## config.mk

```make
export PLATFORM = sky130hd
export DESIGN_NAME = sdc_regs
export DESIGN_NICKNAME = d
export VERILOG_FILES = /design/src/rtl/sdc_pkg.sv /design/src/rtl/sdc_regs.sv
export SDC_FILE = /design/constraint.sdc
export NUM_CORES = 1
export LEC_CHECK = 0
export BUFFER_PORTS_ARGS = -buffer_cell sky130_fd_sc_hd__clkbuf_2
export CAP_MARGIN = 20
export CORE_AREA = 2 2 61 63
export DETAILED_ROUTE_END_ITERATION = 7
export DIE_AREA = 0 0 63 65
export HOLD_SLACK_MARGIN = 0.15
export PLACE_DENSITY = 0.77
export SETUP_SLACK_MARGIN = 0.1
export SKIP_CTS_REPAIR_TIMING = 1
export SYNTH_ARGS = -nofsm -noshare
export SYNTH_HDL_FRONTEND = slang
export SYNTH_SLANG_ARGS = --single-unit
```

## constraint.sdc

```tcl
create_clock -name clk -period 1.8 [get_ports clk]
set_input_delay 0.36 -clock clk [delete_from_list [all_inputs] [get_ports clk]]
set_output_delay 0.36 -clock clk [all_outputs]
set_load 0.05 [all_outputs]
```

## src/rtl/sdc_pkg.sv

```systemverilog
`timescale 1ns / 1ps
// shared types, constants and functions for the sd card spi target
// no dependencies
package sdc_pkg;
  localparam int NUM_BLOCKS = 64;
  localparam int BLOCK_BYTES = 512;
  localparam int MEM_DEPTH = NUM_BLOCKS * BLOCK_BYTES;
  localparam int ADDR_W = $clog2(MEM_DEPTH);
  localparam int BLK_W = (NUM_BLOCKS > 1) ? $clog2(NUM_BLOCKS) : 1;
  localparam int PADDR_W = 4;

  localparam logic [PADDR_W-1:0] REG_PRESENT = 4'h0;
  localparam logic [PADDR_W-1:0] REG_BLOCKS  = 4'h4;
  localparam logic [PADDR_W-1:0] REG_CAP     = 4'h8;

  typedef enum logic [3:0] {
    PH_IDLE, PH_CMD, PH_RESP, PH_RD_TOKEN, PH_RD, PH_RD_CRC,
    PH_WR_TOKEN, PH_WR, PH_WR_CRC
  } phase_t;

  typedef enum logic [1:0] {CL_IDLE, CL_READ, CL_CLEAR} ctl_t;

  function automatic logic [15:0] crc16_add(input logic [15:0] crc, input logic [7:0] b);
    logic [15:0] c;
    c = crc ^ {b, 8'h00};
    for (int i = 0; i < 8; i++) begin
      c = c[15] ? ((c << 1) ^ 16'h1021) : (c << 1);
    end
    return c;
  endfunction

  function automatic logic [7:0] crc7_step(input logic [7:0] crc, input logic [7:0] b);
    logic [7:0] c;
    c = crc ^ b;
    for (int i = 0; i < 8; i++) begin
      c = c[7] ? ((c << 1) ^ 8'h12) : (c << 1);
    end
    return c;
  endfunction

  function automatic logic [7:0] csd_raw(input logic [3:0] idx, input logic [15:0] cap);
    logic [7:0] r;
    case (idx)
      4'd0: r = 8'h40;
      4'd1: r = 8'h0E;
      4'd3: r = 8'h32;
      4'd4: r = 8'h5B;
      4'd5: r = 8'h59;
      4'd8: r = cap[15:8];
      4'd9: r = cap[7:0];
      4'd10: r = 8'h7F;
      4'd11: r = 8'h80;
      4'd12: r = 8'h0A;
      4'd13: r = 8'h40;
      4'd14: r = 8'h40;
      default: r = 8'h00;
    endcase
    return r;
  endfunction
endpackage

```

## src/rtl/sdc_regs.sv

```systemverilog
`timescale 1ns / 1ps
// apb configuration registers
// depends on sdc_pkg
module sdc_regs import sdc_pkg::*; (
  input  logic clk,
  input  logic rst,
  input  logic psel,
  input  logic penable,
  input  logic pwrite,
  input  logic [PADDR_W-1:0] paddr,
  input  logic [31:0] pwdata,
  output logic [31:0] prdata,
  output logic pready,
  output logic image_mounted,
  output logic [6:0] block_count,
  output logic [15:0] capacity_field
);
  assign pready = 1'b1;
  always_ff @(posedge clk) begin
    if (rst) begin
      image_mounted <= 1'b0;
      block_count <= '0;
      capacity_field <= '0;
    end else if (psel && penable && pwrite) begin
      case (paddr)
        REG_PRESENT: image_mounted <= pwdata[0];
        REG_BLOCKS: block_count <= pwdata[6:0];
        REG_CAP: capacity_field <= pwdata[15:0];
        default: ;
      endcase
    end
  end
  always_comb begin
    case (paddr)
      REG_PRESENT: prdata = {31'd0, image_mounted};
      REG_BLOCKS: prdata = {25'd0, block_count};
      REG_CAP: prdata = {16'd0, capacity_field};
      default: prdata = '0;
    endcase
  end
endmodule

```

==> flow_metrics.tcl, run 1 <==
set metrics [dict create \
    status "finished, final reports clean" \
    worstPathRequired_ns 1.44 \
    cap_violations 0 \
    critPathCaptureType "output pin" \
    setup_viol 0 \
    cts_max_level 1 \
    dp.cells 244 \
    crit_type "input port to output pin" \
    cts_sinks 24 \
    die_w_um 63 \
    slew_violations 0 \
    io_pins 98 \
    drt_iter0_drc 11 \
    ir_worst_vdd_v 0.000271 \
    wl_per_cell_um 12.2 \
    grt_pass1_vias 1001 \
    diodes 0 \
    n_fill_cell 337 \
    vias_per_cell 4.42 \
    syn2layout_area_growth_pct 36.8 \
    clock_latency_ns 0.31 \
    portBuffers 64 \
    synth_seq_area_share 0.350 \
    critPathLaunchType "input port" \
    antenna_found_initial 0 \
    drtAntennaViolNets 0 \
    ys_types 16 \
    fin_total_pwr_w 0.000953 \
    synth_area_mm2 0.00137 \
    grt_util_all_layers 0.137 \
    gr-total-overflow 0 \
    fmax_mhz 586 \
    netlist_instances 138 \
    synth-seq-cells 24 \
    drive_gt1_frac 0.441 \
    hold_viol 0 \
    clkTransAtPathRegs_ns 0.13 \
    worstPathArrival_ns 1.35 \
    tightest_slew_ns 0.517 \
    route.detailed.drc 0 \
    clk_path_buf_depth 2 \
    grt_start_max_net_pins 41 \
    synth.avg_cell_area_um2 9.95 \
    post-route-min-period_ns 1.71 \
    final_cell_mix "45 x clkbuf_2, 40 x nand2b_1, 24 x mux2i_1, 24 x dfxtp_1, 17 x conb_1" \
    std_cell_rows 22 \
    numCtsBuffers 3 \
    period_share 0.947 \
    holdCritPathClass "input port to register" \
    dp_hpwl_mm 2.05 \
    totalWireLength_mm 3.06 \
    cts_tree "yes" \
    slew_headroom 0.655 \
    initial_core_util 0.393 \
    powerDensity_mw_per_mm2 507 \
    grt_pass1_wl_mm 4.44 \
    gp_congestion 0.680 \
    skew_ns 0 \
    die_y_um 65 \
    drt_pass1_iterations 3 \
    dieArea_mm2 0.00410 \
    root_buffer "clkbuf_4" \
    rsz0062_at_grt "true" \
    power.leakage_nw 0.891 \
    mostFrequentLayoutCell "clkbuf_2" \
    final_cells 250 \
    yosysWarnings 0 \
    vias 1105 \
    finalNetCount 245 \
    critPathMaxFanout 8 \
    core_mm2 0.00350 \
]
where the power goes:
group	total, W	internal [W]	switching, W
registers	0.000535	0.000533	0.00000168
logic	0.000183	0.0000557	0.000128
clock network	0.000235	0.0000781	0.000157
final timing paths:
path	start	to	slack [ns]	depth (start not counted)
max	paddr[2]	prdata[10]	0.09	6
min	pwdata[12]	capacity_field[12]	0.27	3
max reg2reg	capacity_field[11]	capacity_field[11]	1.14	2
min reg2reg	capacity_field[7]	capacity_field[7]	0.50	2
registers in the layout, indices dropped and copies added (netlist names):
register,count
capacity_field,16
block_count,7
image_mounted,1
synthesized netlist by cell type:
| master | instances | share of area |
|---|---|---|
| a22oi_1 | 1 | 0.0055 |
| nand2_1 | 2 | 0.0055 |
| and2_1 | 9 | 0.041 |
| dfxtp_1 | 24 | 0.35 |
| buf_4 | 17 | 0.093 |
| a22o_1 | 6 | 0.038 |
| and4_4 | 1 | 0.0082 |
| nand2b_1 | 40 | 0.18 |
| buf_12 | 2 | 0.029 |
| nand4_1 | 1 | 0.0046 |
| mux2i_1 | 24 | 0.18 |
| nand4_2 | 1 | 0.0091 |
| nor4_1 | 1 | 0.0046 |
| conb_1 | 2 | 0.0055 |
| clkbuf_1 | 5 | 0.014 |
| nor4b_4 | 2 | 0.035 |
layer usage:
layer,global-route usage,vias to the layer above,part of all wire
met4,0.0500,0,0.0062
li1,-,557,-
met1,0.166,505,0.44
met5,0,-,0
met2,0.239,41,0.50
met3,0.0260,2,0.053
final cells by class:
class / count / area, um^2 / share of cell area
timing repair buffer: 70 / 527 / 0.280
tap: 48 / 60.1 / 0.0320
multi-input combinational: 105 / 788 / 0.420
sequential: 24 / 480 / 0.256
clock buffer: 3 / 22.5 / 0.0120
through the flow:
stage               instance area, um^2  TNS [ns]  hold slack [ns]  setup WS [ns]   util
floorplan                          1440         0            0.515          0.112      -
global placement                   1670  -0.00333            0.472       -0.00333  0.478
detailed placement                 1670         0            0.481        0.00497  0.478
CTS                                1690  -0.00240            0.261       -0.00240  0.485
global route                       1880         0            0.260         0.0581  0.537
finish                             1880         0            0.272         0.0950  0.537
critical path, cell delays in order:
cell and delay [ns]:
buf_8 0.10, nor4b_4 0.25, buf_4 0.18, clkbuf_16 0.15
and2_2 0.15, buf_6 0.15
cells by family (layout without fill, tap and decap cells):
| logic type | Yosys count | in the layout | share of synthesized area |
|---|---|---|---|
| AND/OR/NAND/NOR | 57 | 57 | 0.290 |
| flip-flops | 24 | 24 | 0.350 |
| AO/OA/AOI/OAI | 7 | 7 | 0.0438 |
| other | 2 | 17 | 0.00547 |
| buffers and inverters | 24 | 73 | 0.136 |
| multiplexers | 24 | 24 | 0.175 |
No activity file was read; power rests on OpenSTA's default activity.
==> inputs of run 2 (changes only) <==
Settings changed: BUFFER_PORTS_ARGS -buffer_cell sky130_fd_sc_hd__clkbuf_2 to default, CORE_AREA 2 2 61 63 to 2 2 53 55, DIE_AREA 0 0 63 65 to 0 0 55 57, DONT_BUFFER_PORTS from default to 1, PLACE_DENSITY 0.77 to 0.67.
==> flow_metrics.tcl, run 2 (same netlist as run 1, synthesis figures left out) <==
set metrics [dict create \
    dieArea_mm2 0.00314 \
    portBuffers 0 \
    clock_latency_ns 0.30 \
    drive_gt1_frac 0.303 \
    rsz0062_at_grt "false" \
    cts_tree "yes" \
    worstPathRequired_ns 1.44 \
    fmax_mhz 625 \
    grt_util_all_layers 0.180 \
    io_pins 98 \
    drtAntennaViolNets 0 \
    cts_max_level 1 \
    die_w_um 55 \
    numCtsBuffers 3 \
    totalWireLength_mm 2.75 \
    grt_pass1_vias 1011 \
    grt_start_max_net_pins 41 \
    skew_ns 0 \
    clkTransAtPathRegs_ns 0.14 \
    hold_viol 0 \
    initial_core_util 0.525 \
    critPathCaptureType "output pin" \
    diodes 0 \
    tns_ns 0 \
    syn2layout_area_growth_pct 21.1 \
    whs_path_depth 2 \
    dp_hpwl_mm 2.05 \
    ir_worst_vdd_v 0.000437 \
    cap_violations 0 \
    die_y_um 57 \
    grt_pass1_wl_mm 4.17 \
    drt_pass1_iterations 4 \
    clk_path_buf_depth 2 \
    crit_path_start "paddr[1]" \
    met2_usage 0.349 \
    wl_per_cell_um 14.0 \
    worstPathArrival_ns 1.24 \
    core_mm2 0.00262 \
    power.leakage_nw 0.733 \
    setup_viol 0 \
    post-route-min-period_ns 1.60 \
    gp_congestion 0.687 \
    cts_sinks 24 \
    met3_usage 0.0340 \
    mostFrequentLayoutCell "nand2b_1" \
    root_buffer "clkbuf_4" \
    fin_total_pwr_w 0.00105 \
    route.detailed.drc 0 \
    powerDensity_mw_per_mm2 630 \
    grtUsageMet1 0.185 \
    status "finished, final reports clean" \
    final_cell_mix "40 x nand2b_1, 26 x buf_4, 24 x mux2i_1, 24 x dfxtp_1, 17 x conb_1" \
    vias_per_cell 5.08 \
    antenna_found_initial 0 \
    drt_iter0_drc 6 \
    hp-start "pwdata[8]" \
    worstReg2RegStart "block_count[3]" \
    critPathLaunchType "input port" \
    period_share 0.889 \
    regMostFlops "capacity_field" \
    largest_reg_flops 16 \
    vias 996 \
    critPathMaxFanout 17 \
    gr-total-overflow 0 \
    crit_type "input port to output pin" \
    busiest_layer "met2" \
    slew_violations 0 \
    reg_top3 "capacity_field: 16 flops, block_count: 7 flops, image_mounted: 1 flops" \
    reg2regPathDepth 3 \
    holdCritPathClass "input port to register" \
    std_cell_rows 19 \
    finalNetCount 207 \
]
==> run 2: changes by cell type in the layout (fill, tap and decap cells not counted), sizes merged <==
cell and delta:
buf +8, bufinv +1, clkbuf -46
==> run 2: worst paths after layout <==
kind	to	slack, ns
worst max register to register	block_count[3]	0.94
worst min-delay path	capacity_field[8]	0.18
worst min register to register	capacity_field[9]	0.68
worst max-delay path	prdata[2]	0.20
==> run 2: cell type report <==
cell class                      count  area (um^2)
Fill cell                         218          952
Multi-Input combinational cell    105          776
Clock buffer                        3         22.5
Timing Repair Buffer               32          315
Sequential cell                    24          480
Tap cell                           31         38.8
Clock inverter                      1         30.0
==> run 2: layer usage <==
| layer | up-vias | share of wire |
|---|---|---|
| li1 | 477 | - |
| met4 | 0 | 0.0069 |
| met1 | 469 | 0.36 |
| met5 | - | 0 |
| met2 | 48 | 0.56 |
| met3 | 2 | 0.075 |
==> run 2: critical path, cell delays in order <==
cell     delay [ns]
nor4b_4        0.26
buf_4          0.26
a22o_1         0.21
buf_12         0.14
==> run 2: where the power goes <==
| part | leakage [nW] | internal, W | switching [W] |
|---|---|---|---|
| clock | 0.0279 | 0.000225 | 0.000156 |
| combinational | 0.512 | 0.0000297 | 0.000102 |
| sequential | 0.193 | 0.000533 | 0.00000109 |
| total | 0.733 | 0.000788 | 0.000259 |
==> run 2: per-stage QoR <==
step | setup slack (ns) | utilization | instance area, um^2 | hold slack [ns] | instances
final | 0.200 | 0.636 | 1660 | 0.184 | 196
after floorplan | 0.112 | - | 1440 | 0.515 | 153
after detailed placement | 0.103 | 0.616 | 1610 | 0.527 | 192
after global placement | 0.195 | 0.616 | 1610 | 0.517 | 192
after global routing | 0.137 | 0.636 | 1660 | 0.179 | 196
after CTS | 0.187 | 0.636 | 1660 | 0.177 | 196
